--- src/rtl/latest_message_buffer_pool_unit_defines.svh ---
// Assertion macros shared by the latest-message buffer pool RTL.
`ifndef LATEST_MESSAGE_BUFFER_POOL_UNIT_DEFINES_SVH
`define LATEST_MESSAGE_BUFFER_POOL_UNIT_DEFINES_SVH

// Same-cycle implication, checked outside reset.
`define LMBP_ASSERT_NOW(label, ante, cons) \
  label: assert property (@(posedge clk_i) disable iff (!rst_ni) (ante) |-> (cons)) \
    else $error("buffer pool check failed");

// Next-cycle implication, checked outside reset.
`define LMBP_ASSERT_NEXT(label, ante, cons) \
  label: assert property (@(posedge clk_i) disable iff (!rst_ni) (ante) |=> (cons)) \
    else $error("buffer pool check failed");

`endif

--- src/rtl/lmbp_pkg.sv ---
// Package with sizes, operation codes and status codes of the buffer pool.
`default_nettype none

package lmbp_pkg;

  localparam int unsigned NUM_BUFFERS = 8;
  localparam int unsigned USE_BITS    = 8;

  localparam int unsigned IDX_W  = $clog2(NUM_BUFFERS);
  localparam int unsigned LINK_W = $clog2(NUM_BUFFERS + 1);

  localparam logic [LINK_W-1:0]   NULL_LINK = LINK_W'(NUM_BUFFERS);
  localparam logic [USE_BITS-1:0] USE_MAX   = {USE_BITS{1'b1}};

  typedef enum logic [1:0] {
    OP_RESERVE = 2'd0,
    OP_PUBLISH = 2'd1,
    OP_TAKE    = 2'd2,
    OP_RELEASE = 2'd3
  } op_e;

  typedef enum logic [1:0] {
    ST_OK    = 2'd0,
    ST_EMPTY = 2'd1,
    ST_NOMSG = 2'd2,
    ST_ERR   = 2'd3
  } status_e;

endpackage

`default_nettype wire

--- src/rtl/latest_message_buffer_pool_unit.sv ---
// Top level of the latest-message buffer pool: bookkeeping for a cyclic asynchronous buffer.
`default_nettype none

// Usage
// -----
// A command word (op_i, buffer_index_i) is taken at a rising edge where start_i
// is high and busy_o is low. busy_o is held low, so a command may be issued in
// every cycle. Operations: reserve a free buffer, publish a buffer as the
// latest message, take the latest message (raises its use count) and release
// a taken buffer.
// Every command yields exactly one result word (result_index_o, status_o),
// shown for one cycle with done_o high. The receiver cannot stall, so results
// leave in command order without back-pressure.
// The command is captured in an input register, and in the next cycle a
// single pass of logic reads at most one use count and one free-list link,
// updates the pool state and loads the result register.
// Throughput is one command per cycle; the state written by one command is
// already visible to the command right behind it.
// Reset (rst_ni low, asynchronous) chains all buffers onto the free list in
// index order, clears every use count, and marks that no message exists yet.
// No clearing pass is needed after reset.

module latest_message_buffer_pool_unit
  import lmbp_pkg::*;
(
  input  wire logic             clk_i,
  input  wire logic             rst_ni,
  input  wire logic             start_i,
  output logic                  busy_o,
  input  wire logic [1:0]       op_i,
  input  wire logic [IDX_W-1:0] buffer_index_i,
  output logic                  done_o,
  output logic [IDX_W-1:0]      result_index_o,
  output logic [1:0]            status_o
);

`include "latest_message_buffer_pool_unit_defines.svh"

  // Input register stage.
  logic             valid_q;
  op_e              op_q;
  logic [IDX_W-1:0] idx_q;

  // Pool state.
  logic [USE_BITS-1:0] use_q  [NUM_BUFFERS];
  logic [LINK_W-1:0]   link_q [NUM_BUFFERS];
  logic [LINK_W-1:0]   free_head_q, free_head_d;
  logic [LINK_W-1:0]   latest_q, latest_d;

  // Result register stage.
  logic             done_q;
  logic [IDX_W-1:0] res_q, res_d;
  status_e          status_q, status_d;

  // Single write port into each state array.
  logic                use_we;
  logic [USE_BITS-1:0] use_wdata;
  logic                link_we;
  logic [IDX_W-1:0]    link_waddr;

  // Shared read of one use count.
  logic [IDX_W-1:0]    cnt_addr;
  logic [USE_BITS-1:0] cnt;
  logic                latest_ok;
  logic                idx_ok;
  logic                free_ok;

  // The block never holds commands off.
  assign busy_o = 1'b0;

  always_ff @(posedge clk_i or negedge rst_ni) begin
    if (!rst_ni) begin
      valid_q <= 1'b0;
    end else begin
      valid_q <= start_i;
    end
  end

  always_ff @(posedge clk_i) begin
    if (start_i) begin
      op_q  <= op_e'(op_i);
      idx_q <= buffer_index_i;
    end
  end

  assign latest_ok = (latest_q < NULL_LINK);
  assign idx_ok    = (LINK_W'(idx_q) < NULL_LINK);
  assign free_ok   = (free_head_q < NULL_LINK);

  // Take and publish look at the latest buffer's count; release looks at the
  // named buffer's count. Reserve does not use it.
  assign cnt_addr = (op_q inside {OP_TAKE, OP_PUBLISH}) ? latest_q[IDX_W-1:0] : idx_q;
  assign cnt      = use_q[cnt_addr];

  always_comb begin
    free_head_d = free_head_q;
    latest_d    = latest_q;
    use_we      = 1'b0;
    use_wdata   = cnt;
    link_we     = 1'b0;
    link_waddr  = cnt_addr;
    res_d       = '0;
    status_d    = ST_OK;

    case (op_q)
      OP_RESERVE: begin
        if (!free_ok) begin
          status_d = ST_EMPTY;
        end else begin
          res_d       = free_head_q[IDX_W-1:0];
          free_head_d = link_q[free_head_q[IDX_W-1:0]];
        end
      end
      OP_PUBLISH: begin
        if (!idx_ok) begin
          status_d = ST_ERR;
        end else begin
          // The outgoing latest buffer goes back to the free list when no
          // reader holds it; republishing the same buffer keeps it.
          if (latest_ok && (latest_q[IDX_W-1:0] != idx_q) && (cnt == '0)) begin
            link_we     = 1'b1;
            link_waddr  = latest_q[IDX_W-1:0];
            free_head_d = latest_q;
          end
          latest_d = LINK_W'(idx_q);
        end
      end
      OP_TAKE: begin
        if (!latest_ok) begin
          status_d = ST_NOMSG;
        end else if (cnt == USE_MAX) begin
          status_d = ST_ERR;
        end else begin
          use_we    = 1'b1;
          use_wdata = cnt + USE_BITS'(1);
          res_d     = latest_q[IDX_W-1:0];
        end
      end
      OP_RELEASE: begin
        if (!idx_ok || (cnt == '0)) begin
          status_d = ST_ERR;
        end else begin
          use_we    = 1'b1;
          use_wdata = cnt - USE_BITS'(1);
          // Last reader gone and no longer the latest message: free it.
          if ((cnt == USE_BITS'(1)) && (LINK_W'(idx_q) != latest_q)) begin
            link_we     = 1'b1;
            link_waddr  = idx_q;
            free_head_d = LINK_W'(idx_q);
          end
        end
      end
      default: begin
        status_d = ST_ERR;
      end
    endcase
  end

  always_ff @(posedge clk_i or negedge rst_ni) begin
    if (!rst_ni) begin
      for (int i = 0; i < NUM_BUFFERS; i++) begin
        use_q[i]  <= '0;
        link_q[i] <= LINK_W'(i + 1);
      end
      free_head_q <= '0;
      latest_q    <= NULL_LINK;
    end else if (valid_q) begin
      if (use_we) begin
        use_q[cnt_addr] <= use_wdata;
      end
      if (link_we) begin
        link_q[link_waddr] <= free_head_q;
      end
      free_head_q <= free_head_d;
      latest_q    <= latest_d;
    end
  end

  always_ff @(posedge clk_i or negedge rst_ni) begin
    if (!rst_ni) begin
      done_q <= 1'b0;
    end else begin
      done_q <= valid_q;
    end
  end

  always_ff @(posedge clk_i) begin
    if (valid_q) begin
      res_q    <= res_d;
      status_q <= status_d;
    end
  end

  assign done_o         = done_q;
  assign result_index_o = res_q;
  assign status_o       = status_q;

  // Every captured command produces a result word in the following cycle.
  `LMBP_ASSERT_NEXT(a_cmd_gives_result, valid_q, done_o)
  // No result word appears without a captured command.
  `LMBP_ASSERT_NEXT(a_no_spurious_result, !valid_q, !done_o)
  // The free-list head always names a buffer or the null code.
  `LMBP_ASSERT_NOW(a_free_head_range, 1'b1, free_head_q <= NULL_LINK)
  // Once a message exists, there is always a latest message.
  `LMBP_ASSERT_NEXT(a_latest_sticks, latest_q < NULL_LINK, latest_q < NULL_LINK)

endmodule

`default_nettype wire

--- config.mk ---
export PLATFORM = sky130hd
export DESIGN_NAME = latest_message_buffer_pool_unit
export DESIGN_NICKNAME = d
export VERILOG_FILES = /design/src/rtl/lmbp_pkg.sv /design/src/rtl/latest_message_buffer_pool_unit.sv
export VERILOG_INCLUDE_DIRS = /design/src /design/src/rtl
export SDC_FILE = /design/constraint.sdc
export NUM_CORES = 1
export LEC_CHECK = 0
export ABC_AREA = 1
export ABC_CLOCK_PERIOD_IN_PS = 4360
export BUFFER_PORTS_ARGS = -buffer_cell sky130_fd_sc_hd__buf_2
export CORE_UTILIZATION = 50
export DETAILED_ROUTE_END_ITERATION = 10
export PLACE_DENSITY = 0.74
export SYNTH_ARGS = -nofsm -noshare
export SYNTH_HDL_FRONTEND = slang
export SYNTH_SLANG_ARGS = --single-unit
--- constraint.sdc ---
create_clock -name clk_i -period 4.36 [get_ports clk_i]
set_input_delay 0.872 -clock clk_i [delete_from_list [all_inputs] [get_ports clk_i]]
set_output_delay 0.872 -clock clk_i [all_outputs]
set_load 0.05 [all_outputs]
**After elaboration in Yosys (flattened, before gate mapping)**

Cells that the tools add are included.

- Output and inout bits: 7
- Bits of input ports: 8
- Bits in registers: 116

- Bitwise gates (word level): 3
- Mux-type cells: 43
- Eq/ne operators: 11
- $add $sub $neg: 2
- Reductions and logical operators: 13
- $lt $le $gt $ge: 7

Operators with widths:

| cell | count |
|---|---|
| $bwmux W64 | 1 |
| $mux W8 | 6 |
| $bwmux W32 | 1 |
| $mux W4 | 7 |
| $bmux W8 S3 | 1 |
| $demux W8 S3 | 1 |
| $mux W3 | 7 |
| $pmux W8 S2 | 1 |
| $bmux W4 S3 | 1 |
| $demux W4 S3 | 1 |
| $ge A4 B4 Y1 const B | 3 |
| $not A3 Y4 | 3 |
| $pmux W3 S2 | 2 |
| $pmux W4 S3 | 1 |
| $add A8 B1 Y8 const B | 1 |
| $eq A8 B1 Y1 const B | 1 |
| $eq A8 B8 Y1 const B | 1 |
| $logic_not A8 Y1 | 1 |
| $lt A4 B1 Y1 const B | 2 |
| $lt A4 B4 Y1 const B | 2 |
| $pmux W2 S4 | 1 |
| $sub A8 B1 Y8 const B | 1 |
| $mux W1 | 7 |
| $mux W2 | 3 |
| 13 further kinds | 23 |

**Longest topological paths before layout**

- Word-level depth: 18
- Gate-level depth with buffers: 28

**Worst setup path before layout**

OpenSTA, ideal clock, no wires.

- Path type: register to register
- Start point: register op_q[0]
- End point: register link_q[22] (netlist name)
- Library setup time: 117 ps
- Arrival: 3174 ps
- Period minus slack after synthesis: 3291 ps
- Cell stages (with the launch flop): 28
- Path slack: 1069 ps
- Cells stage by stage: edfxtp_1 > inv_1 > ha_1 > inv_2 > nand2_2 > nand2_4 > buf_6 > buf_6 > nor2_2 > inv_1 > nor2_1 > nor2_1 > nand4_2 > inv_1 > ha_1 > a21boi_0 > nand2_1 > nor2_1 > nand4_2 > nand2_1 > nand2_1 > nand2_1 > nand2_1 > nor2_2 > buf_4 > nand3_2 > nand2_1 > nand2_1

- Cells in the longest elaborated chain, start to end: 18
- Elaborated cells on any way between the ends: 29
- Classes of those cells: 2 x order compare; 4 x eq/ne; 15 x mux; 2 x bitwise; 6 x reduce/logical

Ends and longest elaborated chain:

| element | RTL line | RTL |
|---|---|---|
| start: declaration | latest_message_buffer_pool_unit.sv:41 | `op_e op_q;` |
| start signal: assignment | latest_message_buffer_pool_unit.sv:81 | `op_q <= op_e'(op_i);` |
| $eq A2 B2 Y1 or $eq A2 B1 Y1 (tied branches) | latest_message_buffer_pool_unit.sv:92, latest_message_buffer_pool_unit.sv:105 |  |
| $reduce_bool A2 Y1 | latest_message_buffer_pool_unit.sv:92 | `assign cnt_addr = (op_q inside {OP_TAKE, OP_PUBLISH}) ? latest_q[IDX_W-1:0] : idx_q;` |
| $mux W3 | latest_message_buffer_pool_unit.sv:92 |  |
| $not A3 Y4 (not written as such) | latest_message_buffer_pool_unit.sv:93 | `assign cnt = use_q[cnt_addr];` |
| $bmux W8 S3 | latest_message_buffer_pool_unit.sv:93 |  |
| $mux W8 (not written as such) (2 in a row) | latest_message_buffer_pool_unit.sv:93 |  |
| $eq A8 B1 Y1 | latest_message_buffer_pool_unit.sv:146 | `if ((cnt == USE_BITS'(1)) && (LINK_W'(idx_q) != latest_q)) begin` |
| $logic_and A1 B1 Y1 | latest_message_buffer_pool_unit.sv:146 |  |
| $mux W3 | latest_message_buffer_pool_unit.sv:146 |  |
| $mux W3 | latest_message_buffer_pool_unit.sv:140 | `if (!idx_ok \|\| (cnt == '0)) begin` |
| $pmux W3 S2 | latest_message_buffer_pool_unit.sv:105 | `case (op_q)` |
| $not A3 Y4 (not written as such) | latest_message_buffer_pool_unit.sv:172 | `link_q[link_waddr] <= free_head_q;` |
| $ge A4 B4 Y1 (not written as such) or $lt A4 B1 Y1 (tied branches) | latest_message_buffer_pool_unit.sv:172 |  |
| $logic_and A1 B1 Y1 (not written as such) | latest_message_buffer_pool_unit.sv:172 |  |
| $mux W4 (not written as such) | latest_message_buffer_pool_unit.sv:172 |  |
| $demux W4 S3 | latest_message_buffer_pool_unit.sv:172 |  |
| $bwmux W32 | latest_message_buffer_pool_unit.sv:172 |  |
| end signal: indexed assignment | latest_message_buffer_pool_unit.sv:163 | `link_q[i] <= LINK_W'(i + 1);` |
| end signal: indexed assignment | latest_message_buffer_pool_unit.sv:172 |  |
| end: declaration | latest_message_buffer_pool_unit.sv:46 | `logic [LINK_W-1:0] link_q [NUM_BUFFERS];` |

Several ways; a longest one is shown, not always the timed one. The select of a mux whose other input is x is not followed.
A chain may end at the register's enable or synchronous reset.

**Worst setup path after layout**

- Start point: register op_q[0]
- End point: register link_q[1] (netlist name)

The elaborated chain is that of the path after synthesis.

==> impl_metrics.ini <==
[run_status]
outcome = completed

[global_routing]
grt_usage_pct = 26.34
grt_pass1_wl_mm = 28.77
grt_max_degree = 47
grt_pass1_vias = 5697
gr-total-overflow = 0
antenna_found_initial = 0

[synthesis]
synth-async-reset-ratio_pct = 91.38
synth_area_um2 = 6813
synth_commonest_cells = 424 x nand2_1, 92 x dfrtp_1, 54 x nor2_1
syn_inst = 908
synth_edf_count = 10
yosysWarnings = 0
synth_top_cell_by_area = dfrtp_1
synth_seq_area_share_pct = 43.60
synth-seq-cells = 116
synthDistinctLibCells = 42
synth_fp_nets = 923
syn_avg_cell_area_um2 = 7.503
ys_top_cells_by_area = dfrtp_1 34%, nand2_1 23%, dfstp_2 5.4%
yosys.cell_count.top_type = nand2_1
netlist.area_leader.share_pct = 33.79
synth-main-ff-cell = dfrtp_1

[worst_setup_path]
r2r_cells = 24
regToRegStartpoint = op_q[0]$_DFFE_PP_
crit_end = link_q[1]$_DFFE_PN0P_
worstPathArrival_ns = 4.31
max_stage_delay_ns = 0.38
cp_slowest_cell = edfxtp_1
crit_top_cell = nand2_1
path_max_fanout = 24
rrSetupSlack_ns = 0.41
critical_path.startpoint = op_q[0]$_DFFE_PP_
worstPathCellList = inv_1 > ha_1 > inv_2 > nand2_2 > nand2_8 > nor2_2 > inv_1 > nor2_1 > nor2_1 > nand4_2 > inv_1 > ha_1 > a21boi_0 > nand2_1 > nor2_1 > nand4_2 > nand2_1 > nand2_1 > nand3_1 > nand2_1 > buf_4 > nor2_2 > nand3_1 > nand2_1
cp-start-kind = flop
required_ns = 4.72
crit_type = reg2reg
cp-end-kind = flop
r2r_end = link_q[1]$_DFFE_PN0P_

[power]
p_sw_uw = 2154
power.leakage_uw = 0.003902
total_power_uw = 5038
switching_share_pct = 42.77
combPwrFrac_pct = 39.8
p_int_uw = 2883
p_seq_share_pct = 34.7
vdd.ir_drop.worst_mv = 0.3528
clkPwrFrac_pct = 25.5
powerDensity_nw_per_um2 = 665.1

[placed_design]
gp_congestion = 0.9418
dp_hpwl_mm = 11.87
port_buffers = 13
placed_cells = 1081

[floorplanning]
core_um2 = 13240
start_util_pct = 51.45
dieHeight_um = 118.7
dieWidth_um = 118.7
rows = 42
dieArea_um2 = 14100
io_pins = 15

[finish]
instances_no_fill = 1112
num_antenna_cells = 0
post-route-util_pct = 57.20
drive_gt1_share_pct = 15.60
syn_to_final_growth_pct = 11.18
nNetsFinal = 939

[timing]
final.period_utilization_pct = 90.70
fmax_mhz = 252.9
final_max_slew_viol_count = 0
rsz0062_at_grt = no
slew_headroom_pct = 60.52
hold_viol = 0
max_slew.worst_pin.slew_ns = 0.5922
period_needed_ns = 3.954
fin_skew_ns = 0.007712
tns_ns = 0
finalSetupViolCount = 0

[routing]
avgViaCountPerCell = 5.491
route.detailed.drc = 0
routedWlPerCell_um = 15.69
firstDrtPassIters = 7
drt-total-wl_mm = 17.44
drtIter0Drc = 576
postRouteAntennaNets = 0
met2_length_mm = 7.958
met1_length_mm = 7.830
num_vias = 6106
wl_met3_mm = 1.193
top_layer_used = met4

[clock_tree]
cts_hold_buf = 0
cts_tree = built
root_buffer = clkbuf_16
clk_pin_slew_ns = 0.05
numClockSinks = 116
cts_buffers = 17
cts.path.max_buffers = 2
clock_latency_ns = 0.42
htreeDepth = 4

[hold_path]
min_path_type = in2async

[flow_run]
max_cap_violations = 0
-- worst min-delay path by stage --
stage / to / slack, ns / depth (start not counted)
after global routing: latest_q[2]$_DFFE_PN0P_ / 0.48 / 1
after CTS: done_o$_DFF_PN0_ / 0.46 / 1
after detailed placement: link_q[14]$_DFFE_PN1P_ / 0.45 / 2
final: latest_q[2]$_DFFE_PN0P_ / 0.45 / 1
after floorplan: link_q[22]$_DFFE_PN0P_ / 0.44 / 2
after global placement: link_q[27]$_DFFE_PN0P_ / 0.45 / 2
-- worst max-delay path: cells and delay by family, from the launching register on --
| family | cells | cell delay, ns |
|---|---|---|
| compound gates | 1 | 0.17 |
| fa+ha+maj | 2 | 0.54 |
| buf+inv | 5 | 0.66 |
| flops | 1 | 0.38 |
| simple gates | 16 | 2.12 |
-- stage by stage --
step / area, um^2 / hold slack, ns / setup WS (ns)
3_5_place_dp: 7019 / 0.4532 / 0.4168
4_1_cts: 7566 / 0.4605 / 0.4023
6_report: 7575 / 0.4451 / 0.4056
2_1_floorplan: 6813 / 0.4366 / 1.069
5_1_grt: 7575 / 0.4783 / 0.03023
3_3_place_gp: 7019 / 0.4488 / 0.5760
-- logic make-up (layout without fill, tap and decap cells) --
group / Yosys count / count (layout) / share of synthesized area, %
AOI/OAI and AO/OA: 69 / 69 / 5.785
xor gates and xnor gates: 7 / 7 / 0.8999
adders and majority gates: 7 / 7 / 1.286
buffers and inverters: 90 / 118 / 6.134
DFF: 116 / 116 / 43.60
other: 1 / 1 / 0.05504
and+or+nand+nor: 618 / 618 / 42.24
-- what timing repair did --
action	CTS	global route
setup buffers	0	0
setup endpoints to repair	0	4
resized for setup	0	1
-- registers in the layout, summed over array words and instances, names as in the netlist --
name,count
done_o,1
free_head_q,4
idx_q,3
latest_q,4
link_q,32
op_q,2
result_index_o,3
status_o,2
use_q,64
valid_q,1
-- cells in the final DEF, fill, tap and decap left out, types with 2 or more instances in the layout --
| master | n |
|---|---|
| a21oi_1 | 8 |
| and2_1 | 3 |
| buf_2 | 12 |
| buf_4 | 16 |
| clkbuf_1 | 3 |
| clkbuf_16 | 17 |
| clkbuf_8 | 2 |
| clkinv_1 | 2 |
| clkinv_2 | 4 |
| clkinv_4 | 2 |
| clkinvlp_4 | 2 |
| dfrtp_1 | 92 |
| dfstp_2 | 14 |
| edfxtp_1 | 10 |
| ha_1 | 7 |
| inv_1 | 41 |
| inv_2 | 15 |
| nand2_1 | 424 |
| nand2_2 | 12 |
| nand2_4 | 6 |
| nand2_8 | 2 |
| nand3_1 | 50 |
| nand3_2 | 10 |
| nand3_4 | 2 |
| nand4_1 | 26 |
| nand4_2 | 4 |
| nand4_4 | 7 |
| nor2_1 | 54 |
| nor2_2 | 11 |
| nor2_4 | 4 |
| nor3_1 | 2 |
| o211ai_1 | 5 |
| o21ai_0 | 31 |
| o21ai_1 | 9 |
| o221ai_1 | 2 |
| o22ai_1 | 9 |
| xnor2_1 | 2 |
| xor2_1 | 5 |
-- layout make-up --
| cell class | instances | area (um^2) |
|---|---|---|
| inverters | 59 | 224.0 |
| fillers | 1208 | 5668 |
| clock buffers | 22 | 464.2 |
| repair buffers | 28 | 180.2 |
| clock inverters | 9 | 82.58 |
| well taps | 176 | 220.2 |
| flip-flops and latches | 116 | 2970 |
| multi-input cells | 702 | 3433 |
-- per-layer routing --
layer  track usage, %  up-vias
met1            35.77     2854
met5                0        -
met2            39.58      264
met3            6.419       40
li1                 -     2948
met4            12.18        0
-- power groups by stage --
stage                     clock network [uW]  registers, uW  logic [uW]
after floorplan                            0           1660        1500
after global placement                     0           1750        1930
after detailed placement                   0           1750        1960
after CTS                               1300           1740        1970
after global routing                    1350           1790        2220
final                                   1280           1750        2010
Note: power is estimated with default switching activity, not from simulation.
